$ cat src/hw/rtl/jfop_pkg.sv
// Package: shared types and codes for the flat JSON object parser.
`timescale 1ns / 1ps
package jfop_pkg;
	typedef struct packed {
		logic [7:0] text_byte;
		logic       final_byte;
	} in_word_t;

	typedef struct packed {
		logic [7:0] out_byte;
		logic [2:0] event_kind;
		logic       run_end;
	} out_word_t;

	localparam logic [2:0] EV_KEY_BYTE  = 3'd0;
	localparam logic [2:0] EV_VAL_BYTE  = 3'd1;
	localparam logic [2:0] EV_KEY_END   = 3'd2;
	localparam logic [2:0] EV_ENTRY_END = 3'd3;
	localparam logic [2:0] EV_OK        = 3'd4;
	localparam logic [2:0] EV_ERROR     = 3'd5;

	// command from front to back: a pending flush, up to three direct bytes, then a tail of up to two events
	typedef struct packed {
		logic [1:0] n_direct;
		logic [7:0] b0;
		logic [7:0] b1;
		logic [7:0] b2;
		logic [2:0] kind;
		logic       flush;
		logic       flush_bank;
		logic [5:0] flush_cnt;
		logic       has_t1;
		logic [2:0] t1;
		logic       has_t2;
		logic [2:0] t2;
		logic       last_bare;
	} cmd_t;
endpackage

$ cat src/hw/rtl/jfop_front.sv
// Front end: phase machine that classifies each text byte into an emit command.
`timescale 1ns / 1ps
module jfop_front #(
	parameter int PEND_DEPTH = 16
) (
	input  logic               clk,
	input  logic               arst_n,
	input  jfop_pkg::in_word_t in_word,
	input  logic               in_take,
	output jfop_pkg::cmd_t     cmd,
	output logic               pend_wr,
	output logic [7:0]         pend_data,
	output logic [5:0]         pend_idx,
	output logic               pend_bank
);
	import jfop_pkg::*;

	localparam logic [3:0] PH_WAIT_OPEN = 4'd0, PH_OBJ_START = 4'd1, PH_KEY_WAIT = 4'd2,
		PH_KEY = 4'd3, PH_KEY_ESC = 4'd4, PH_KEY_HEX = 4'd5, PH_COLON = 4'd6,
		PH_VAL_WAIT = 4'd7, PH_VAL = 4'd8, PH_VAL_ESC = 4'd9, PH_VAL_HEX = 4'd10,
		PH_BARE = 4'd11, PH_AFTER_VAL = 4'd12, PH_DONE = 4'd13;

	logic [3:0]  phase_q, ph_n;
	logic [2:0]  hex_q, hex_n;
	logic [15:0] cp_q, cp_n;
	logic [5:0]  pcnt_q, pcnt_n;
	logic        bank_q, bank_n;

	logic [7:0]  c;
	logic        ws, comma_now, err, ok;
	logic [4:0]  hv;
	logic        is_val;
	logic [15:0] cpx;
	logic [3:0]  base;

	assign c = in_word.text_byte;
	assign ws = (c == 8'h20) || (c >= 8'h09 && c <= 8'h0D);

	always_comb begin
		if (c inside {["0":"9"]}) hv = {1'b0, c[3:0]};
		else if (c inside {["a":"f"], ["A":"F"]}) hv = {1'b0, c[3:0] + 4'd9};
		else hv = 5'h10;
	end

	// classify the byte against the current phase
	always_comb begin
		ph_n = phase_q; hex_n = hex_q; cp_n = cp_q; pcnt_n = pcnt_q; bank_n = bank_q;
		cmd = '0; comma_now = 1'b0; err = 1'b0; ok = 1'b0;
		pend_wr = 1'b0; pend_data = c; pend_idx = pcnt_q; pend_bank = bank_q;
		is_val = (phase_q >= PH_VAL); base = is_val ? PH_VAL : PH_KEY;
		cmd.kind = is_val ? EV_VAL_BYTE : EV_KEY_BYTE;
		cpx = {cp_q[11:0], hv[3:0]};
		case (phase_q)
			PH_WAIT_OPEN: begin
				if (c == "{") ph_n = PH_OBJ_START;
				else if (!ws) err = 1'b1;
			end
			PH_OBJ_START, PH_KEY_WAIT: begin
				if (c == "\"") ph_n = PH_KEY;
				else if (c == "}" && phase_q == PH_OBJ_START) ok = 1'b1;
				else if (!ws) err = 1'b1;
			end
			PH_KEY, PH_VAL: begin
				if (c == "\"") begin
					cmd.has_t1 = 1'b1; cmd.t1 = is_val ? EV_ENTRY_END : EV_KEY_END;
					ph_n = is_val ? PH_AFTER_VAL : PH_COLON;
				end else if (c == "\\") ph_n = base + 4'd1;
				else begin cmd.n_direct = 2'd1; cmd.b0 = c; end
			end
			PH_KEY_ESC, PH_VAL_ESC: begin
				if (c == "u") begin
					hex_n = '0; cp_n = '0; ph_n = base + 4'd2;
				end else begin
					cmd.n_direct = 2'd1; ph_n = base;
					case (c)
						"n": cmd.b0 = 8'h0A;
						"r": cmd.b0 = 8'h0D;
						"t": cmd.b0 = 8'h09;
						"b": cmd.b0 = 8'h08;
						"f": cmd.b0 = 8'h0C;
						default: cmd.b0 = c;
					endcase
				end
			end
			PH_KEY_HEX, PH_VAL_HEX: begin
				if (hv[4]) begin
					ph_n = base; hex_n = '0; cp_n = '0;
				end else if (hex_q == 3'd3) begin
					hex_n = '0; cp_n = '0; ph_n = base;
					if (cpx < 16'h0080) begin
						cmd.n_direct = 2'd1; cmd.b0 = cpx[7:0];
					end else if (cpx < 16'h0800) begin
						cmd.n_direct = 2'd2;
						cmd.b0 = 8'hC0 | {3'b0, cpx[10:6]};
						cmd.b1 = 8'h80 | {2'b0, cpx[5:0]};
					end else begin
						cmd.n_direct = 2'd3;
						cmd.b0 = 8'hE0 | {4'b0, cpx[15:12]};
						cmd.b1 = 8'h80 | {2'b0, cpx[11:6]};
						cmd.b2 = 8'h80 | {2'b0, cpx[5:0]};
					end
				end else begin
					cp_n = cpx; hex_n = hex_q + 3'd1;
				end
			end
			PH_COLON: begin
				if (c == ":") ph_n = PH_VAL_WAIT;
				else if (!ws) err = 1'b1;
			end
			PH_VAL_WAIT, PH_BARE: begin
				cmd.kind = EV_VAL_BYTE;
				if (c == "\"" && phase_q == PH_VAL_WAIT) ph_n = PH_VAL;
				else if (c == "," || c == "}") begin
					pcnt_n = '0; cmd.has_t1 = 1'b1; cmd.t1 = EV_ENTRY_END;
					if (c == ",") begin ph_n = PH_KEY_WAIT; comma_now = 1'b1; end
					else ok = 1'b1;
				end else if (ws) begin
					if (phase_q == PH_BARE) begin
						if (pcnt_q >= 6'(PEND_DEPTH)) begin pcnt_n = '0; err = 1'b1; end
						else begin pend_wr = 1'b1; pcnt_n = pcnt_q + 6'd1; end
					end
				end else begin
					// hand the held run to the back end and fill the other bank next
					cmd.flush = (pcnt_q != '0); cmd.flush_cnt = pcnt_q;
					cmd.flush_bank = bank_q;
					if (pcnt_q != '0) bank_n = ~bank_q;
					pcnt_n = '0; cmd.n_direct = 2'd1; cmd.b0 = c; ph_n = PH_BARE;
				end
			end
			PH_AFTER_VAL: begin
				if (c == ",") begin ph_n = PH_KEY_WAIT; comma_now = 1'b1; end
				else if (c == "}") ok = 1'b1;
				else if (!ws) err = 1'b1;
			end
			default: ;
		endcase
		// flush bytes come before the direct byte: front tells back via flush flag
		if (ok) ph_n = PH_DONE;
		if (err) ph_n = PH_DONE;
		if (ok || err) begin
			// slot t2 when t1 is already used
			if (cmd.has_t1) begin cmd.has_t2 = 1'b1; cmd.t2 = ok ? EV_OK : EV_ERROR; end
			else begin cmd.has_t1 = 1'b1; cmd.t1 = ok ? EV_OK : EV_ERROR; end
		end
		if (in_word.final_byte) begin
			if (ph_n != PH_DONE) begin
				if (cmd.has_t1) begin
					cmd.has_t2 = 1'b1;
					cmd.t2 = (ph_n == PH_OBJ_START || comma_now) ? EV_OK : EV_ERROR;
				end else begin
					cmd.has_t1 = 1'b1;
					cmd.t1 = (ph_n == PH_OBJ_START || comma_now) ? EV_OK : EV_ERROR;
				end
			end
			ph_n = PH_WAIT_OPEN; hex_n = '0; cp_n = '0; pcnt_n = '0;
		end
	end

	// advance the phase state on each accepted word
	always_ff @(posedge clk or negedge arst_n) begin
		if (!arst_n) begin
			phase_q <= PH_WAIT_OPEN; hex_q <= '0; cp_q <= '0; pcnt_q <= '0; bank_q <= 1'b0;
		end else if (in_take) begin
			phase_q <= ph_n; hex_q <= hex_n; cp_q <= cp_n; pcnt_q <= pcnt_n; bank_q <= bank_n;
		end
	end
endmodule

$ cat src/hw/rtl/jfop_back.sv
// Back end: command queue, pending space store and result sequencer.
`timescale 1ns / 1ps
module jfop_back #(
	parameter int PEND_DEPTH = 16
) (
	input  logic                clk,
	input  logic                arst_n,
	input  jfop_pkg::cmd_t      cmd,
	input  logic                cmd_push,
	output logic                cmd_full,
	input  logic                pend_wr,
	input  logic [7:0]          pend_data,
	input  logic [5:0]          pend_idx,
	input  logic                pend_bank,
	output jfop_pkg::out_word_t result,
	output logic                empty,
	input  logic                pop
);
	import jfop_pkg::*;

	localparam int IW = (PEND_DEPTH > 1) ? $clog2(PEND_DEPTH) : 1;

	logic [7:0] pend_mem [2][PEND_DEPTH];
	cmd_t       qd [2];
	logic       wp_q, rp_q;
	logic [1:0] cnt_q;
	cmd_t       cur;
	logic [2:0] step_q;
	logic [5:0] fi_q;
	logic       ov_q;
	logic       busy_q;
	out_word_t  ow;
	out_word_t  res_q;
	logic       ow_last, has_cmd, load, nothing;
	logic [2:0] stp_n, first_step;
	logic [5:0] fi_n, rd_idx;
	logic [7:0] rd_q;

	// write held whitespace into the store
	always_ff @(posedge clk) begin
		if (pend_wr) pend_mem[pend_bank][pend_idx[IW-1:0]] <= pend_data;
	end

	// hold commands between front and back
	always_ff @(posedge clk) begin
		if (cmd_push && !cmd_full) qd[wp_q] <= cmd;
	end

	assign cmd_full = (cnt_q == 2'd2);
	assign has_cmd  = (cnt_q != '0);
	assign cur      = qd[rp_q];

	// sequence steps: 0 flush, 1..3 direct bytes, 4 tail one, 5 tail two
	always_comb begin
		ow = '0; ow_last = 1'b0; stp_n = step_q; fi_n = fi_q;
		case (step_q)
			3'd0: begin
				ow.out_byte = rd_q; ow.event_kind = EV_VAL_BYTE; fi_n = fi_q + 6'd1;
				if (fi_q + 6'd1 == cur.flush_cnt) stp_n = 3'd1;
			end
			3'd1: begin ow.out_byte = cur.b0; ow.event_kind = cur.kind; end
			3'd2: begin ow.out_byte = cur.b1; ow.event_kind = cur.kind; end
			3'd3: begin ow.out_byte = cur.b2; ow.event_kind = cur.kind; end
			3'd4: ow.event_kind = cur.t1;
			3'd5: ow.event_kind = cur.t2;
			default: ;
		endcase
		if (step_q >= 3'd1) begin
			if (step_q <= 3'd3 && step_q < 3'({1'b0, cur.n_direct})) stp_n = step_q + 3'd1;
			else if (step_q <= 3'd3 && cur.has_t1) stp_n = 3'd4;
			else if (step_q == 3'd4 && cur.has_t2) stp_n = 3'd5;
			else ow_last = 1'b1;
		end
		ow.run_end = ow_last;
	end

	// pick the first step of the command at the head of the queue
	always_comb begin
		nothing = !cur.flush && cur.n_direct == '0 && !cur.has_t1;
		if (cur.flush) first_step = 3'd0;
		else if (cur.n_direct != '0) first_step = 3'd1;
		else first_step = 3'd4;
	end

	// prefetch the held byte for the next flush step
	always_comb begin
		if (!busy_q) rd_idx = '0;
		else if (load) rd_idx = fi_n;
		else rd_idx = fi_q;
	end

	always_ff @(posedge clk) begin
		rd_q <= pend_mem[cur.flush_bank][rd_idx[IW-1:0]];
	end

	assign empty  = !ov_q;

	// output register holds one word, refilled as it drains
	assign result = res_q;
	assign load = busy_q && (!ov_q || pop);

	always_ff @(posedge clk) begin
		if (load) res_q <= ow;
	end

	always_ff @(posedge clk or negedge arst_n) begin
		if (!arst_n) begin
			wp_q <= 1'b0; rp_q <= 1'b0; cnt_q <= '0; step_q <= '0; fi_q <= '0;
			ov_q <= 1'b0; busy_q <= 1'b0;
		end else begin
			logic deq;
			deq = 1'b0;
			if (load) ov_q <= 1'b1;
			else if (pop) ov_q <= 1'b0;
			if (busy_q) begin
				if (load) begin
					step_q <= stp_n; fi_q <= fi_n;
					if (ow_last) begin busy_q <= 1'b0; deq = 1'b1; end
				end
			end else if (has_cmd) begin
				if (nothing) deq = 1'b1;
				else begin busy_q <= 1'b1; step_q <= first_step; fi_q <= '0; end
			end
			if (deq) rp_q <= ~rp_q;
			if (cmd_push && !cmd_full) wp_q <= ~wp_q;
			cnt_q <= cnt_q + 2'(cmd_push && !cmd_full) - 2'(deq);
		end
	end
endmodule

$ cat src/hw/rtl/json_flat_object_parser_top.sv
// Top level: flat JSON object parser with string unescape.
// The back end opens each command before emitting its words, one word per cycle while pop keeps the
// output register free; the two-entry queue, which holds the command in progress, lets the front
// run up to two bytes ahead.
// Reset: arst_n clears phase, counters and queue pointers and marks the output register empty;
// the pending whitespace store and the output word itself are not cleared.
`timescale 1ns / 1ps
module json_flat_object_parser_top #(
	parameter int PEND_DEPTH = 16
) (
	input  logic                clk,
	input  logic                arst_n,
	input  jfop_pkg::in_word_t  in_word,
	input  logic                push,
	output logic                full,
	output jfop_pkg::out_word_t result,
	output logic                empty,
	input  logic                pop
);
	import jfop_pkg::*;

	cmd_t       cmd;
	logic       pend_wr;
	logic       pend_wr_g;
	logic [7:0] pend_data;
	logic [5:0] pend_idx;
	logic       pend_bank;
	logic       take;

	assign take = push && !full;

	jfop_front #(.PEND_DEPTH(PEND_DEPTH)) u_front (
		.clk, .arst_n, .in_word, .in_take(take), .cmd,
		.pend_wr(pend_wr_g), .pend_data, .pend_idx, .pend_bank
	);
	assign pend_wr = pend_wr_g && take;

	jfop_back #(.PEND_DEPTH(PEND_DEPTH)) u_back (
		.clk, .arst_n, .cmd, .cmd_push(push), .cmd_full(full),
		.pend_wr, .pend_data, .pend_idx, .pend_bank, .result, .empty, .pop
	);
endmodule
$ cat config.mk
export PLATFORM = sky130hd
export DESIGN_NAME = json_flat_object_parser_top
export DESIGN_NICKNAME = d
export VERILOG_FILES = /design/src/hw/rtl/jfop_pkg.sv /design/src/hw/rtl/jfop_front.sv /design/src/hw/rtl/jfop_back.sv /design/src/hw/rtl/json_flat_object_parser_top.sv
export SDC_FILE = /design/constraint.sdc
export NUM_CORES = 1
export LEC_CHECK = 0
export ABC_AREA = 1
export BUFFER_PORTS_ARGS = -buffer_cell sky130_fd_sc_hd__buf_2
export CORE_UTILIZATION = 50
export CTS_BUF_LIST = sky130_fd_sc_hd__clkbuf_2 sky130_fd_sc_hd__clkbuf_4 sky130_fd_sc_hd__clkbuf_8
export CTS_CLUSTER_DIAMETER = 50
export DETAILED_ROUTE_END_ITERATION = 8
export PLACE_DENSITY = 0.68
export SETUP_SLACK_MARGIN = 0.4
export SLEW_MARGIN = 10
export SYNTH_ARGS = -nofsm -noshare
export SYNTH_HDL_FRONTEND = slang
export SYNTH_SLANG_ARGS = --single-unit
export TNS_END_PERCENT = 100
$ cat constraint.sdc
create_clock -name clk -period 3.5 [get_ports clk]
set_input_delay 0.35 -clock clk [delete_from_list [all_inputs] [get_ports clk]]
set_output_delay 0.35 -clock clk [all_outputs]
set_load 0.05 [all_outputs]
**Yosys cells after proc, flatten, opt, wreduce, memory -nomap -nowiden**

Memory sizes are Yosys's and may differ from the RTL's.
Index checks and enable logic that the tools add are counted.

- Add/subtract/negate cells: 9
- Multipliers: 0
- Div/mod/pow operators: 0
- $lt $le $gt $ge: 18
- Equal/unequal tests: 40
- Shifts and indexed selects: 0
- Muxes and demuxes: 146
- Bitwise logic cells: 8
- Reduce and logical (&&, ||, !) cells: 46

Operators with widths:

| cell | count |
|---|---|
| $mux 128 | 1 |
| $mux 4 | 22 |
| $eq 8x7->1 const B | 9 |
| $mux 6 | 12 |
| $mux 8 | 9 |
| $mux 12 | 5 |
| $mux 3 | 18 |
| $mux 26 | 2 |
| $mux 1 | 51 |
| $mux 10 | 4 |
| $pmux 10 s4 | 1 |
| $pmux 8 s5 | 1 |
| $bmux 8 s4 | 1 |
| $demux 8 s4 | 1 |
| $eq 8x6->1 const B | 4 |
| $mux 16 | 2 |
| $pmux 4 s8 | 1 |
| $pmux 8 s4 | 1 |
| $mux 9 | 3 |
| $pmux 12 s2 | 1 |
| $eq 4x4->1 const B | 5 |
| $mux 17 | 1 |
| $eq 4x3->1 const B | 4 |
| $ge 8x7->1 const B | 2 |
| 57 further kinds | 106 |

- Register bits after elaboration: 61
- Bits in latches: 0
- Memory bits (writable): 346
- Bits in read-only memories: 0
- Bits of input ports: 13
- Output and inout bits: 14
- Memories kept: 2

Memories:

| name | depth | bits a word | read ports | clocked after memory_dff | wr ports | RTL line | RTL |
|---|---|---|---|---|---|---|---|
| u_back.pend_mem | 2 | 128 | 1 | 0 | 1 | jfop_back.sv:23 | `logic [7:0] pend_mem [2][PEND_DEPTH];` |
| u_back.qd | 2 | 45 | 1 | 0 | 1 | jfop_back.sv:24 | `cmd_t qd [2];` |

**Longest topological paths before layout**

Gate-level depths: netlist of run 1.

- Depth after elaboration: 15
- Gate-level depth with buffers: 17
- Gate-level depth less buffers: 17

**Cells and area by module**

A second synthesis of run 1 with hierarchy kept.

- Cells, all modules: 1951
- Area total of the unflattened synthesis: 19095.8 µm²

By module, submodules not included:

| module | instances | cells an instance | area an instance (µm²) |
|---|---|---|---|
| jfop_back | 1 | 1498 | 16308.1 |
| jfop_front | 1 | 448 | 2763.9 |
| json_flat_object_parser_top | 1 | 5 | 23.8 |

**Worst setup path before layout of run 1**

No wires, ideal clock.

- Path kind: reg2reg
- Start: register u_back.cnt_q[1]
- End: memory u_back.qd[1][0] (netlist name) (enable)
- Setup time: 0.437 ns
- Arrival: 2.388 ns
- Data required time: 3.063 ns
- Path slack: 0.675 ns
- Cell stages (with the launch flop): 4
- Period minus slack after synthesis: 2.825 ns
- Cell sequence: dfrtp_1 inv_1 o21ai_1 nor2_1

- Cells in the longest elaborated chain, start to end: 5

RTL lines:

| element | RTL line | RTL |
|---|---|---|
| start, declared | jfop_back.sv:26 | `logic [1:0] cnt_q;` |
| start signal, assigned | jfop_back.sv:126 | `cnt_q <= cnt_q + 2'(cmd_push && !cmd_full) - 2'(deq);` |
| $eq 2x2->1 | jfop_back.sv:49 | `assign cmd_full = (cnt_q == 2'd2);` |
| $logic_not 1->1 | jfop_back.sv:46 | `if (cmd_push && !cmd_full) qd[wp_q] <= cmd;` |
| $logic_and 1x1->1 | jfop_back.sv:46 |  |
| $mux 1 | jfop_back.sv:46 |  |
| $mux 1 (not written as such) | jfop_back.sv:46 |  |
| end, declared | jfop_back.sv:24 |  |

Every way passes these cells.

**Final worst setup path of run 1**

- Start: register u_back.step_q[0]
- End: register u_back.rd_q[6]

- Cells in the longest elaborated chain, start to end: 8

RTL lines:

| element | RTL line | RTL |
|---|---|---|
| start, declared | jfop_back.sv:28 | `logic [2:0] step_q;` |
| start signal, assigned | jfop_back.sv:117 | `step_q <= stp_n; fi_q <= fi_n;` |
| $logic_not 3->1 | jfop_back.sv:56 | `case (step_q)` |
| $mux 6 | jfop_back.sv:56 |  |
| $mux 6 | - |  |
| $mux 4 | jfop_back.sv:87 | `if (!busy_q) rd_idx = '0;` |
| $not 4->5 (not written as such) | jfop_back.sv:93 | `rd_q <= pend_mem[cur.flush_bank][rd_idx[IW-1:0]];` |
| $bmux 8 s4 | jfop_back.sv:93 |  |
| $mux 8 (not written as such) (2 in a row) | jfop_back.sv:93 |  |
| end signal, assigned | jfop_back.sv:93 |  |
| end, declared | jfop_back.sv:37 | `logic [7:0] rd_q;` |

Every way passes these cells. The select of a mux whose other input is x is not followed.
A chain may end at the register's enable or synchronous reset.

==> results of run 1 <==
==> area by class of cell <==
| class | count | area (sq um) | share of cell area |
|---|---|---|---|
| timing repair buffer | 96 | 719 | 0.0354 |
| inverter | 116 | 435 | 0.0214 |
| clock buffer | 92 | 1130 | 0.0558 |
| clock inverter | 25 | 318 | 0.0156 |
| multi-input combinational | 1102 | 5570 | 0.274 |
| sequential | 395 | 11600 | 0.569 |
| antenna | 1 | 2.50 | 0.000123 |
| tap | 461 | 577 | 0.0284 |
==> cells in the final DEF (no fill, tap or decap), types with 10 or more instances in the layout <==
cell type  netlist  final
edfxtp_1       346    346
nand2_1        325    323
nand3_1        323    323
nor2_1         147    145
inv_1          103    103
clkbuf_8         0     71
nand4_1         65     65
buf_4            3     62
o21ai_0         46     46
dfrtp_1         41     40
a21oi_1         31     31
o22ai_1         28     28
buf_2           25     26
clkbuf_4         0     21
ha_1            19     19
a31oi_1         14     14
o21ai_1         13     13
inv_2           12     12
mux2i_1         11     11
xor2_1          10     10
==> sequential cells by signal, indices dropped and copies added, names as in the netlist <==
register and cells:
u_back.ov_q 1, u_back.wp_q 1, u_back.step_q 3, u_back.result 12
u_front.pend_bank 1, u_back.rd_q 8, u_back.pend_mem 256, u_back.qd 78
u_front.hex_q 3, u_front.pend_idx 6, u_back.cnt_q 2, u_front.phase_q 4
u_back.fi_q 6, u_back.busy_q 1, u_back.rp_q 1, u_front.cp_q 12
==> metrics by stage <==
step           instance area, sq um  cells   util  setup WS, ns  hold WS (ns)
6_report                      20300   2288  0.573         0.628        0.0622
5_1_grt                       20300   2287  0.573         0.416        0.0438
4_1_cts                       20300   2287  0.573         0.559        0.0300
3_5_place_dp                  18900   2169  0.531         0.610         0.474
3_3_place_gp                  18900   2169  0.531         0.639         0.479
2_1_floorplan                 17900   1697      -         0.675        0.0544
==> worst min path at each step <==
| stage | startpoint | to | cells after the start | slack, ns |
|---|---|---|---|---|
| global route | in_word[6] | u_back.pend_mem[1][77] | 1 | 0.04 |
| floorplan | arst_n | u_back.busy_q | 0 | 0.05 |
| CTS | in_word[6] | u_back.pend_mem[1][77] | 1 | 0.03 |
| detailed placement | u_front.hex_q[0] | u_front.hex_q[0] | 1 | 0.47 |
| global placement | u_front.hex_q[0] | u_front.hex_q[0] | 1 | 0.48 |
| finish | in_word[6] | u_back.pend_mem[1][77] | 1 | 0.06 |
==> routing by layer <==
layer | vias to the layer above | track usage | wire length [um]
met4 | 0 | 0.0989 | 1360
li1 | 6212 | - | -
met1 | 6568 | 0.371 | 20300
met2 | 663 | 0.425 | 22600
met3 | 106 | 0.0446 | 3750
met5 | - | 0 | 0
==> power breakdown <==
part	internal, mW	switching, mW	leakage, nW
registers	5.74	0.271	3.77
clock network	2.63	1.85	0.739
logic	1.68	4.44	3.38
total	10.0	6.56	7.89
==> critical path, delay by kind of cell, from the launching register on <==
| kind | cells | cell delay, ns |
|---|---|---|
| fa+ha+maj | 1 | 0.25 |
| simple gates | 6 | 0.96 |
| compound gates | 1 | 0.20 |
| buf+inv | 3 | 0.85 |
| flops | 1 | 0.45 |
==> cell families (layout without fill, tap and decap cells) <==
kind of cell / Yosys count / in the layout
and+or+nand+nor: 892 / 892
DFF: 395 / 395
buffers and inverters: 200 / 329
AOI/OAI and AO/OA: 166 / 166
adders and majority gates: 19 / 19
muxes: 13 / 13
xor gates and xnor gates: 12 / 12
other: 0 / 1
==> repair_timing <==
action | in CTS | in global routing
endpoints found under the setup margin | 0 | 4
setup buffers | 0 | 0
endpoints found under the hold margin | 41 | 0
resized for setup | 0 | 4
hold buffers | 1 | 0
==> flow_summary.html, run 1 <==
<table>
<tr><th>Metric</th><th>Value</th></tr>
<tr><th colspan="2">Critical path</th></tr>
<tr><td>Worst reg2reg path depth</td><td>11</td></tr>
<tr><td>Launching element type of the critical path</td><td>flop</td></tr>
<tr><td>Data arrival time of the critical path</td><td>3.34 ns</td></tr>
<tr><td>Reg2Reg Capture Point</td><td>u_back.rd_q[6]</td></tr>
<tr><td>Worst path max stage delay</td><td>0.54 ns</td></tr>
<tr><td>CP dominant cell by count</td><td>nand3_1</td></tr>
<tr><td>Register-to-register setup slack</td><td>0.63 ns</td></tr>
<tr><td>Worst endpoint required time</td><td>3.97 ns</td></tr>
<tr><td>Worst reg2reg path startpoint</td><td>u_back.step_q[0]</td></tr>
<tr><td>Maximum fanout count along the critical path</td><td>52</td></tr>
<tr><td>Sort of element at the end of the critical path</td><td>flop</td></tr>
<tr><td>Launch point of the worst path</td><td>u_back.step_q[0]</td></tr>
<tr><td>Master of the slowest instance on the critical path</td><td>buf_4</td></tr>
<tr><td>Critical path cell sequence</td><td>inv_1, ha_1, nand2_1, inv_2, a31oi_4, buf_4, nand4_1, nand3_1, nand3_1, nand3_1, nand2_1</td></tr>
<tr><td>Type of the worst setup path</td><td>reg -&gt; reg</td></tr>
<tr><td>Destination of the critical timing path</td><td>u_back.rd_q[6]</td></tr>
<tr><th colspan="2">Logic synthesis</th></tr>
<tr><td>Post-synthesis simple-gate area fraction</td><td>0.223</td></tr>
<tr><td>Largest family of logic cells by synthesized area</td><td>simple AND/OR/NAND/NOR gates</td></tr>
<tr><td>Synthesized Nets</td><td>1,729</td></tr>
<tr><td>Most area-hungry cell type in the Yosys netlist</td><td>edfxtp_1</td></tr>
<tr><td>Share of the synthesized netlist area taken by xor and xnor gates</td><td>0.00586</td></tr>
<tr><td>YS warnings</td><td>0</td></tr>
<tr><td>Post-synth top area share</td><td>0.579</td></tr>
<tr><td>Number of enable-type register cells in the synthesized netlist</td><td>346</td></tr>
<tr><td>Synth Cell Area</td><td>17,900 sq um</td></tr>
<tr><td>Number of unique standard cell types used by synthesis</td><td>48</td></tr>
<tr><td>Commonest cells in the synthesized netlist</td><td>edfxtp_1 (346), nand2_1 (325), nand3_1 (323)</td></tr>
<tr><td>Register bit count reported by yosys</td><td>395</td></tr>
<tr><td>Share of synthesized area occupied by flip-flops and latches</td><td>0.645</td></tr>
<tr><td>Portion of netlist area occupied by mux cells</td><td>0.00739</td></tr>
<tr><td>Number of cells produced by synthesis</td><td>1,697</td></tr>
<tr><td>Proportion of register bits with asynchronous set or reset after synthesis</td><td>0.104</td></tr>
<tr><td>Most instantiated library cell after synthesis</td><td>edfxtp_1</td></tr>
<tr><td>Main area contributors after synthesis</td><td>edfxtp_1 (58%), nand3_1 (9.0%), nand2_1 (6.8%), dfrtp_1 (5.7%), nor2_1 (3.1%)</td></tr>
<tr><td>Average cell area after synthesis</td><td>10.6 sq um</td></tr>
<tr><td>Adder-Cell Fraction of Synth Area</td><td>0.0132</td></tr>
<tr><td>Compound-Gate Fraction of Synth Area</td><td>0.0583</td></tr>
<tr><td>Primary FF master, synth</td><td>edfxtp_1</td></tr>
<tr><th colspan="2">Clock tree</th></tr>
<tr><td>Clock-pin slew on the worst setup and hold paths</td><td>0.07 ns</td></tr>
<tr><td>Worst-case clock buffer depth</td><td>3</td></tr>
<tr><td>Clock latency reported for the late side of the worst-skew pair</td><td>0.60 ns</td></tr>
<tr><td>CTS tree</td><td>done</td></tr>
<tr><td>H-Tree Depth</td><td>3</td></tr>
<tr><td>Cell at the root of the clock tree</td><td>clkbuf_8</td></tr>
<tr><td>Clock Sink Count</td><td>395</td></tr>
<tr><td>Total CTS buffers</td><td>67</td></tr>
<tr><th colspan="2">Run</th></tr>
<tr><td>Maxcap violations</td><td>0</td></tr>
<tr><th colspan="2">STA</th></tr>
<tr><td>Final Setup Violations</td><td>0</td></tr>
<tr><td>Unrepaired setup endpoints after global routing</td><td>no</td></tr>
<tr><td>Final-report hold violation count</td><td>0</td></tr>
<tr><td>Minimum clock period</td><td>2.87 ns</td></tr>
<tr><td>Total negative setup slack</td><td>0 ns</td></tr>
<tr><td>Headroom to the max-slew limit</td><td>0.323</td></tr>
<tr><td>Clock skew after layout</td><td>0.0317 ns</td></tr>
<tr><td>Fin crit share</td><td>0.820</td></tr>
<tr><td>Worst-margin pin slew</td><td>1.02 ns</td></tr>
<tr><td>Number of pins exceeding their max-slew limit in the final report</td><td>0</td></tr>
<tr><td>FMAX</td><td>348 MHz</td></tr>
<tr><th colspan="2">Worst hold path</th></tr>
<tr><td>Type of the worst min-delay path</td><td>in -&gt; reg</td></tr>
<tr><th colspan="2">Power</th></tr>
<tr><td>IR drop worst, VDD</td><td>0.526 mV</td></tr>
<tr><td>Power Total</td><td>16.6 mW</td></tr>
<tr><td>Areal power density over the cells</td><td>817 nW/um^2</td></tr>
<tr><td>Leakage</td><td>7.89 nW</td></tr>
<tr><th colspan="2">Run status</th></tr>
<tr><td>Outcome</td><td>finished, final reports clean</td></tr>
<tr><th colspan="2">Detailed routing</th></tr>
<tr><td>Vias after detailed routing</td><td>13,500</td></tr>
<tr><td>Number of nets with antenna violations after routing</td><td>0</td></tr>
<tr><td>DRC violations left</td><td>0</td></tr>
<tr><td>Number of DRC violations after detailed-routing iteration 0</td><td>1,759</td></tr>
<tr><td>Drt via density</td><td>5.92</td></tr>
<tr><td>DRT Wirelength</td><td>47.9 mm</td></tr>
<tr><td>Drt first pass iters</td><td>6</td></tr>
<tr><td>Wirelength per Cell</td><td>20.9 um</td></tr>
<tr><th colspan="2">Global routing</th></tr>
<tr><td>Overall fraction of global-route tracks in use</td><td>0.268</td></tr>
<tr><td>Number of global-route vias before repair</td><td>13,100</td></tr>
<tr><td>Initial antenna violation count</td><td>1</td></tr>
<tr><td>Total gr overflow</td><td>0</td></tr>
<tr><td>Maximum number of pins on one net before global-route repair</td><td>127</td></tr>
<tr><td>Global-route wire length before repair</td><td>74.1 mm</td></tr>
<tr><th colspan="2">Die</th></tr>
<tr><td>Overall die width</td><td>191 um</td></tr>
<tr><td>Starting density of the core</td><td>0.506</td></tr>
<tr><td>Rows</td><td>69</td></tr>
<tr><td>Number of I/O pins</td><td>27</td></tr>
<tr><td>Core Region</td><td>35,500 sq um</td></tr>
<tr><td>Die height</td><td>191 um</td></tr>
<tr><td>Die area</td><td>36,700 sq um</td></tr>
<tr><th colspan="2">Final layout</th></tr>
<tr><td>Fraction of final layout cells with drive strength greater than 1</td><td>0.139</td></tr>
<tr><td>Number of inserted filler cells in the final layout</td><td>2,932</td></tr>
<tr><td>Final layout net count</td><td>1,810</td></tr>
<tr><td>Area growth syn-to-layout</td><td>13.3%</td></tr>
<tr><th colspan="2">Placed design</th></tr>
<tr><td>Number of port buffers</td><td>26</td></tr>
<tr><td>DPL Wire Length</td><td>30.8 mm</td></tr>
<tr><td>Last weighted congestion value of the routability-driven placer</td><td>0.933</td></tr>
</table>
Power figures use the tool's default switching activity.
==> inputs of run 2 (changes only) <==
==> constraint.sdc (replaced) <==
create_clock -name clk -period 2.85 [get_ports clk]
set_input_delay 0.285 -clock clk [delete_from_list [all_inputs] [get_ports clk]]
set_output_delay 0.285 -clock clk [all_outputs]
set_load 0.05 [all_outputs]
==> flow_summary.html, run 2 (synthesis gave the netlist of run 1 again) <==
<table>
<tr><th>Metric</th><th>Value</th></tr>
<tr><th colspan="2">STA</th></tr>
<tr><td>Fin crit share</td><td>0.873</td></tr>
<tr><td>Final-report hold violation count</td><td>0</td></tr>
<tr><td>Final Setup Violations</td><td>0</td></tr>
<tr><td>Headroom to the max-slew limit</td><td>0.242</td></tr>
<tr><td>FMAX</td><td>402 MHz</td></tr>
<tr><td>Clock skew after layout</td><td>0.0458 ns</td></tr>
<tr><td>Unrepaired setup endpoints after global routing</td><td>yes</td></tr>
<tr><td>Worst-margin pin slew</td><td>1.13 ns</td></tr>
<tr><td>Number of pins exceeding their max-slew limit in the final report</td><td>0</td></tr>
<tr><td>Minimum clock period</td><td>2.49 ns</td></tr>
<tr><td>Total negative setup slack</td><td>0 ns</td></tr>
<tr><th colspan="2">Global routing</th></tr>
<tr><td>Global-route wire length before repair</td><td>71.8 mm</td></tr>
<tr><td>Global-route met2 utilization</td><td>0.415</td></tr>
<tr><td>Total gr overflow</td><td>0</td></tr>
<tr><td>Overall fraction of global-route tracks in use</td><td>0.261</td></tr>
<tr><td>M1 GR Usage</td><td>0.349</td></tr>
<tr><td>Number of global-route vias before repair</td><td>13,000</td></tr>
<tr><td>Maximum number of pins on one net before global-route repair</td><td>127</td></tr>
<tr><td>Met3 Usage GRT</td><td>0.0606</td></tr>
<tr><td>Initial antenna violation count</td><td>1</td></tr>
<tr><td>Most heavily used metal layer in global routing</td><td>met2</td></tr>
<tr><th colspan="2">Power</th></tr>
<tr><td>Areal power density over the cells</td><td>1000 nW/um^2</td></tr>
<tr><td>Power share of the clock group</td><td>0.241</td></tr>
<tr><td>Power Total</td><td>20.9 mW</td></tr>
<tr><td>IR drop worst, VDD</td><td>0.762 mV</td></tr>
<tr><td>Portion of total power attributed to combinational logic</td><td>0.406</td></tr>
<tr><td>Design internal power</td><td>12.6 mW</td></tr>
<tr><td>Proportion of power drawn by flip-flops and latches</td><td>0.352</td></tr>
<tr><td>Switching power summed over all nets</td><td>8.32 mW</td></tr>
<tr><td>Leakage</td><td>8.07 nW</td></tr>
<tr><td>Switching share of power</td><td>0.399</td></tr>
<tr><th colspan="2">Die</th></tr>
<tr><td>Die height</td><td>191 um</td></tr>
<tr><td>Starting density of the core</td><td>0.506</td></tr>
<tr><td>Number of I/O pins</td><td>27</td></tr>
<tr><td>Die area</td><td>36,700 sq um</td></tr>
<tr><td>Rows</td><td>69</td></tr>
<tr><td>Core Region</td><td>35,500 sq um</td></tr>
<tr><td>Overall die width</td><td>191 um</td></tr>
<tr><th colspan="2">Critical path</th></tr>
<tr><td>Worst path max stage delay</td><td>0.39 ns</td></tr>
<tr><td>Data arrival time of the critical path</td><td>2.96 ns</td></tr>
<tr><td>Launch point of the worst path</td><td>u_back.rp_q</td></tr>
<tr><td>Sort of element at the end of the critical path</td><td>flop</td></tr>
<tr><td>Crit-path leading delay family</td><td>adder cells</td></tr>
<tr><td>Worst reg2reg path startpoint</td><td>u_back.rp_q</td></tr>
<tr><td>Worst endpoint required time</td><td>3.32 ns</td></tr>
<tr><td>Maximum fanout count along the critical path</td><td>4</td></tr>
<tr><td>Critical path cell sequence</td><td>buf_12, inv_6, a21oi_4, ha_4, a211oi_4, nand2_2, nand2_4, nor2_4, nand3_2, o21ai_2, ha_1, inv_1, ha_2, xnor2_2, xor2_1</td></tr>
<tr><td>Total buffers and inverters traversed by the critical path</td><td>3</td></tr>
<tr><td>Master of the slowest instance on the critical path</td><td>dfrtp_2</td></tr>
<tr><td>Type of the worst setup path</td><td>reg -&gt; reg</td></tr>
<tr><td>Launching element type of the critical path</td><td>flop</td></tr>
<tr><th colspan="2">Clock tree</th></tr>
<tr><td>Clock Sink Count</td><td>395</td></tr>
<tr><td>Total CTS buffers</td><td>66</td></tr>
<tr><td>Clock-pin slew on the worst setup and hold paths</td><td>0.06 ns</td></tr>
<tr><td>Cell at the root of the clock tree</td><td>clkbuf_8</td></tr>
<tr><td>H-Tree Depth</td><td>3</td></tr>
<tr><td>CTS tree</td><td>done</td></tr>
<tr><td>Worst-case clock buffer depth</td><td>3</td></tr>
<tr><td>Clock latency reported for the late side of the worst-skew pair</td><td>0.62 ns</td></tr>
<tr><th colspan="2">Worst hold path</th></tr>
<tr><td>Hold wc startpoint</td><td>in_word[8]</td></tr>
<tr><td>Type of the worst min-delay path</td><td>in -&gt; reg</td></tr>
<tr><th colspan="2">Final layout</th></tr>
<tr><td>Area growth syn-to-layout</td><td>16.0%</td></tr>
<tr><td>Most common cell after layout, fill and taps aside</td><td>edfxtp_1</td></tr>
<tr><td>Final layout net count</td><td>1,845</td></tr>
<tr><td>Most used cells in the layout excluding fill and tap cells</td><td>edfxtp_1 (346), nand3_1 (320), nand2_1 (315), nor2_1 (135), inv_1 (102)</td></tr>
<tr><td>Number of flip-flops in the largest register</td><td>256</td></tr>
<tr><td>Fraction of final layout cells with drive strength greater than 1</td><td>0.170</td></tr>
<tr><th colspan="2">Placed design</th></tr>
<tr><td>Last weighted congestion value of the routability-driven placer</td><td>0.908</td></tr>
<tr><td>DPL Wire Length</td><td>30.2 mm</td></tr>
<tr><td>Number of port buffers</td><td>26</td></tr>
<tr><th colspan="2">Detailed routing</th></tr>
<tr><td>DRT Wirelength</td><td>48.1 mm</td></tr>
<tr><td>Number of nets with antenna violations after routing</td><td>0</td></tr>
<tr><td>Drt first pass iters</td><td>6</td></tr>
<tr><td>DRC violations left</td><td>0</td></tr>
<tr><td>Number of DRC violations after detailed-routing iteration 0</td><td>1,502</td></tr>
<tr><td>Wirelength per Cell</td><td>20.7 um</td></tr>
<tr><td>Vias after detailed routing</td><td>13,500</td></tr>
<tr><td>Drt via density</td><td>5.82</td></tr>
<tr><th colspan="2">Run</th></tr>
<tr><td>Maxcap violations</td><td>0</td></tr>
<tr><th colspan="2">Run status</th></tr>
<tr><td>Outcome</td><td>finished, final reports clean</td></tr>
</table>
## run 2: power groups by stage
stage               Sequential [mW]  Clock (mW)  Combinational [mW]
floorplan                      7.66           0                4.89
global placement               7.45           0                7.35
detailed placement             7.46           0                7.43
CTS                            7.36        5.13                7.55
global route                   7.41        5.37                9.18
finish                         7.36        5.04                8.48
## run 2: final cells by class
cell class	instances	area [sq um]
diodes	1	2.50
clock buffers	88	1100
clock inverters	27	218
fillers	2862	14700
inverters	116	454
multi-input cells	1102	5730
flip-flops and latches	395	11600
well taps	461	577
repair buffers	132	1150
## run 2: layer usage
| metal | wire (um) | share of wire |
|---|---|---|
| met5 | 0 | 0 |
| met4 | 1180 | 0.025 |
| met2 | 22500 | 0.47 |
| met3 | 4640 | 0.096 |
| met1 | 19700 | 0.41 |
## run 2: path summary, 6_finish.rpt
kind	endpoint	slack, ns	depth (start not counted)
worst max-delay path	u_back.cnt_q[1]	0.36	15
worst min-delay path	u_back.pend_mem[1][79]	0.06	1
worst max register to register	u_back.cnt_q[1]	0.36	15
worst min register to register	u_front.hex_q[0]	0.49	1
max in group asynchronous	u_front.phase_q[2]	1.68	2
min in group asynchronous	u_back.step_q[0]	0.41	2
## run 2: repair_timing
action / in CTS / in global routing
buffers inserted: 4 / 12
hold endpoints to repair: 43 / 0
hold buffers: 2 / 0
cloned: 0 / 4
pin swaps: 2 / 13
resized for setup: 12 / 51
endpoints found under the setup margin: 189 / 281
## run 2: per-stage QoR
stage	util	instance area [sq um]	worst slack, ns	std cells	hold slack (ns)
2_1_floorplan	-	18000	0.404	1697	-0.0106
3_3_place_gp	0.535	19000	0.266	2184	0.477
3_5_place_dp	0.535	19000	0.185	2184	0.483
4_1_cts	0.575	20400	0.306	2305	0.0220
5_1_grt	0.587	20800	0.195	2322	0.0223
6_report	0.587	20800	0.361	2322	0.0556
==> inputs of run 3 (changes only) <==
--- a/config.mk
+++ b/config.mk
@@ -5,7 +5,6 @@
 export SDC_FILE = /design/constraint.sdc
 export NUM_CORES = 1
 export LEC_CHECK = 0
-export ABC_AREA = 1
 export BUFFER_PORTS_ARGS = -buffer_cell sky130_fd_sc_hd__buf_2
 export CORE_UTILIZATION = 50
 export CTS_BUF_LIST = sky130_fd_sc_hd__clkbuf_2 sky130_fd_sc_hd__clkbuf_4 sky130_fd_sc_hd__clkbuf_8
==> flow_summary.html, run 3 <==
<table>
<tr><th>Metric</th><th>Value</th></tr>
<tr><th colspan="2">Power</th></tr>
<tr><td>Areal power density over the cells</td><td>917 nW/um^2</td></tr>
<tr><td>IR drop worst, VDD</td><td>0.825 mV</td></tr>
<tr><td>Leakage</td><td>7.48 nW</td></tr>
<tr><td>Power Total</td><td>19.4 mW</td></tr>
<tr><th colspan="2">Clock tree</th></tr>
<tr><td>Clock latency reported for the late side of the worst-skew pair</td><td>0.63 ns</td></tr>
<tr><td>Total CTS buffers</td><td>66</td></tr>
<tr><td>Clock-pin slew on the worst setup and hold paths</td><td>0.06 ns</td></tr>
<tr><td>CTS tree</td><td>done</td></tr>
<tr><td>H-Tree Depth</td><td>3</td></tr>
<tr><td>Cell at the root of the clock tree</td><td>clkbuf_8</td></tr>
<tr><td>Worst-case clock buffer depth</td><td>3</td></tr>
<tr><td>Clock Sink Count</td><td>395</td></tr>
<tr><th colspan="2">STA</th></tr>
<tr><td>Headroom to the max-slew limit</td><td>0.317</td></tr>
<tr><td>Unrepaired setup endpoints after global routing</td><td>yes</td></tr>
<tr><td>Clock skew after layout</td><td>0.0400 ns</td></tr>
<tr><td>Minimum clock period</td><td>2.60 ns</td></tr>
<tr><td>Worst hold slack after final layout</td><td>0.142 ns</td></tr>
<tr><td>FMAX</td><td>385 MHz</td></tr>
<tr><td>Final-report hold violation count</td><td>0</td></tr>
<tr><td>Total negative setup slack</td><td>0 ns</td></tr>
<tr><td>Final Setup Violations</td><td>0</td></tr>
<tr><td>Fin crit share</td><td>0.911</td></tr>
<tr><td>Worst-margin pin slew</td><td>1.02 ns</td></tr>
<tr><td>Number of pins exceeding their max-slew limit in the final report</td><td>0</td></tr>
<tr><th colspan="2">Die</th></tr>
<tr><td>Rows</td><td>67</td></tr>
<tr><td>Starting density of the core</td><td>0.513</td></tr>
<tr><td>Die height</td><td>188 um</td></tr>
<tr><td>Core Region</td><td>33,900 sq um</td></tr>
<tr><td>Die area</td><td>35,500 sq um</td></tr>
<tr><td>Number of I/O pins</td><td>27</td></tr>
<tr><td>Overall die width</td><td>188 um</td></tr>
<tr><th colspan="2">Critical path</th></tr>
<tr><td>Data arrival time of the critical path</td><td>3.09 ns</td></tr>
<tr><td>Launching element type of the critical path</td><td>flop</td></tr>
<tr><td>Worst endpoint required time</td><td>3.35 ns</td></tr>
<tr><td>Type of the worst setup path</td><td>reg -&gt; reg</td></tr>
<tr><td>Register-to-register setup slack</td><td>0.25 ns</td></tr>
<tr><td>Maximum fanout count along the critical path</td><td>11</td></tr>
<tr><td>Sort of element at the end of the critical path</td><td>flop</td></tr>
<tr><th colspan="2">Detailed routing</th></tr>
<tr><td>Drt via density</td><td>6.04</td></tr>
<tr><td>Wirelength per Cell</td><td>23.7 um</td></tr>
<tr><td>Vias after detailed routing</td><td>10,800</td></tr>
<tr><td>Drt first pass iters</td><td>6</td></tr>
<tr><td>DRC violations left</td><td>0</td></tr>
<tr><td>Number of DRC violations after detailed-routing iteration 0</td><td>932</td></tr>
<tr><td>DRT Wirelength</td><td>42.5 mm</td></tr>
<tr><td>Number of nets with antenna violations after routing</td><td>0</td></tr>
<tr><th colspan="2">Global routing</th></tr>
<tr><td>Maximum number of pins on one net before global-route repair</td><td>42</td></tr>
<tr><td>Total gr overflow</td><td>0</td></tr>
<tr><td>Global-route wire length before repair</td><td>64.7 mm</td></tr>
<tr><td>Number of global-route vias before repair</td><td>10,800</td></tr>
<tr><td>Overall fraction of global-route tracks in use</td><td>0.245</td></tr>
<tr><td>Initial antenna violation count</td><td>2</td></tr>
<tr><th colspan="2">Final layout</th></tr>
<tr><td>Number of flip-flops in the largest register</td><td>256</td></tr>
<tr><td>Number of inserted filler cells in the final layout</td><td>2,432</td></tr>
<tr><td>Antenna Diode Count</td><td>0</td></tr>
<tr><td>Final Instance Area</td><td>21,200 sq um</td></tr>
<tr><td>Final layout net count</td><td>1,328</td></tr>
<tr><td>Fraction of final layout cells with drive strength greater than 1</td><td>0.349</td></tr>
<tr><td>Area growth syn-to-layout</td><td>22.2%</td></tr>
<tr><td>Most used cells in the layout excluding fill and tap cells</td><td>edfxtp_1 (346), buf_4 (105), clkbuf_8 (67), mux4_2 (64), nand2_1 (45)</td></tr>
<tr><td>Most common cell after layout, fill and taps aside</td><td>edfxtp_1</td></tr>
<tr><th colspan="2">Logic synthesis</th></tr>
<tr><td>Main area contributors after synthesis</td><td>edfxtp_1 (60%), mux4_2 (8.3%), dfrtp_1 (5.9%), mux2i_1 (2.5%), nor2_1 (1.8%)</td></tr>
<tr><td>Primary FF master, synth</td><td>edfxtp_1</td></tr>
<tr><td>Synth Cell Area</td><td>17,400 sq um</td></tr>
<tr><td>Register bit count reported by yosys</td><td>395</td></tr>
<tr><td>Share of synthesized area occupied by flip-flops and latches</td><td>0.667</td></tr>
<tr><td>Most instantiated library cell after synthesis</td><td>edfxtp_1</td></tr>
<tr><td>Post-synth top area share</td><td>0.598</td></tr>
<tr><td>Number of enable-type register cells in the synthesized netlist</td><td>346</td></tr>
<tr><td>Average cell area after synthesis</td><td>15.5 sq um</td></tr>
<tr><td>Commonest cells in the synthesized netlist</td><td>edfxtp_1 (346), nor2_1 (81), mux4_2 (64)</td></tr>
<tr><td>Number of cells produced by synthesis</td><td>1,118</td></tr>
<tr><td>Most area-hungry cell type in the Yosys netlist</td><td>edfxtp_1</td></tr>
<tr><td>Proportion of register bits with asynchronous set or reset after synthesis</td><td>0.104</td></tr>
<tr><td>YS warnings</td><td>0</td></tr>
<tr><td>Synthesized Nets</td><td>1,150</td></tr>
<tr><td>Number of unique standard cell types used by synthesis</td><td>87</td></tr>
<tr><th colspan="2">Placed design</th></tr>
<tr><td>DPL Wire Length</td><td>28.4 mm</td></tr>
<tr><td>Number of port buffers</td><td>26</td></tr>
<tr><td>Cell area reported after detailed placement</td><td>19,300 sq um</td></tr>
<tr><td>Last weighted congestion value of the routability-driven placer</td><td>0.912</td></tr>
<tr><th colspan="2">Run status</th></tr>
<tr><td>Outcome</td><td>finished, final reports clean</td></tr>
<tr><th colspan="2">Run</th></tr>
<tr><td>Maxcap violations</td><td>0</td></tr>
<tr><th colspan="2">Worst hold path</th></tr>
<tr><td>Type of the worst min-delay path</td><td>in -&gt; reg</td></tr>
</table>
[run 3: cell count changes after synthesis, sizes merged, moves of 63 or more]
cell / change
nand3: -305
nand2: -283
inv: -86
nor2: -75
mux4: +64
nand4: -63
[run 3: layout make-up]
| cell class | count | area [sq um] | share of cell area |
|---|---|---|---|
| Tap cell | 448 | 561 | 0.0264 |
| Clock inverter | 30 | 239 | 0.0113 |
| Clock buffer | 87 | 1070 | 0.0506 |
| Inverter | 29 | 109 | 0.00513 |
| Sequential cell | 395 | 11600 | 0.546 |
| Multi-Input combinational cell | 630 | 5890 | 0.278 |
| Timing Repair Buffer | 174 | 1760 | 0.0828 |
[run 3: report_power, final]
part	total, mW	switching [mW]	internal, mW
clock	4.99	2.30	2.69
combinational	7.12	3.86	3.26
sequential	7.33	0.321	7.01
total	19.4	6.48	13.0
[run 3: final timing paths]
| path | start | to | cells past startpoint |
|---|---|---|---|
| max | u_back.step_q[0] | u_back.rd_q[3] | 11 |
| min | in_word[1] | u_back.pend_mem[1][96] | 2 |
| max reg2reg | u_back.step_q[0] | u_back.rd_q[3] | 11 |
| min reg2reg | u_front.hex_q[0] | u_front.hex_q[0] | 1 |
| max in group asynchronous | arst_n | u_front.phase_q[2] | 2 |
| min in group asynchronous | arst_n | u_back.step_q[1] | 2 |
[run 3: metrics by stage]
step / cells / setup slack [ns] / util
floorplan: 1118 / 0.0296 / -
global placement: 1658 / 0.0332 / 0.571
detailed placement: 1658 / -0.00576 / 0.571
CTS: 1790 / 0.266 / 0.621
global route: 1793 / 0.133 / 0.626
finish: 1793 / 0.254 / 0.626
[run 3: what timing repair did]
| action | 4_1_cts | 5_1_grt |
|---|---|---|
| resized for setup | 44 | 31 |
| hold buffers | 2 | 0 |
| gates cloned | 3 | 0 |
| setup buffers | 10 | 3 |
| endpoints found under the hold margin | 42 | 0 |
| endpoints found under the setup margin | 176 | 221 |
| pin swaps | 11 | 6 |
[run 3: logic make-up (layout without fill, tap and decap cells)]
kind of cell | count (synthesis) | count (layout) | synth area share
buf+inv | 93 | 320 | 0.0228
flops | 395 | 395 | 0.667
mux | 121 | 121 | 0.117
simple gates | 267 | 267 | 0.0831
fa+ha+maj | 19 | 19 | 0.0137
xor+xnor | 19 | 19 | 0.00958
compound gates | 204 | 204 | 0.0872
[run 3: routing by layer]
metal | track usage | routed length [um]
met4 | 0.0751 | 844
met1 | 0.345 | 18300
met2 | 0.387 | 20300
met5 | 0 | 0
met3 | 0.0479 | 3060
[run 3: worst max-delay path, cell delays in order (launching register included)]
cell      delay [ns]
dfrtp_2         0.41
inv_2           0.08
ha_4            0.12
nor2b_4         0.24
and4_4          0.27
o21ai_4         0.08
buf_12          0.19
buf_12          0.16
mux4_2          0.25
mux2i_1         0.09
a22o_1          0.28
a221oi_1        0.27
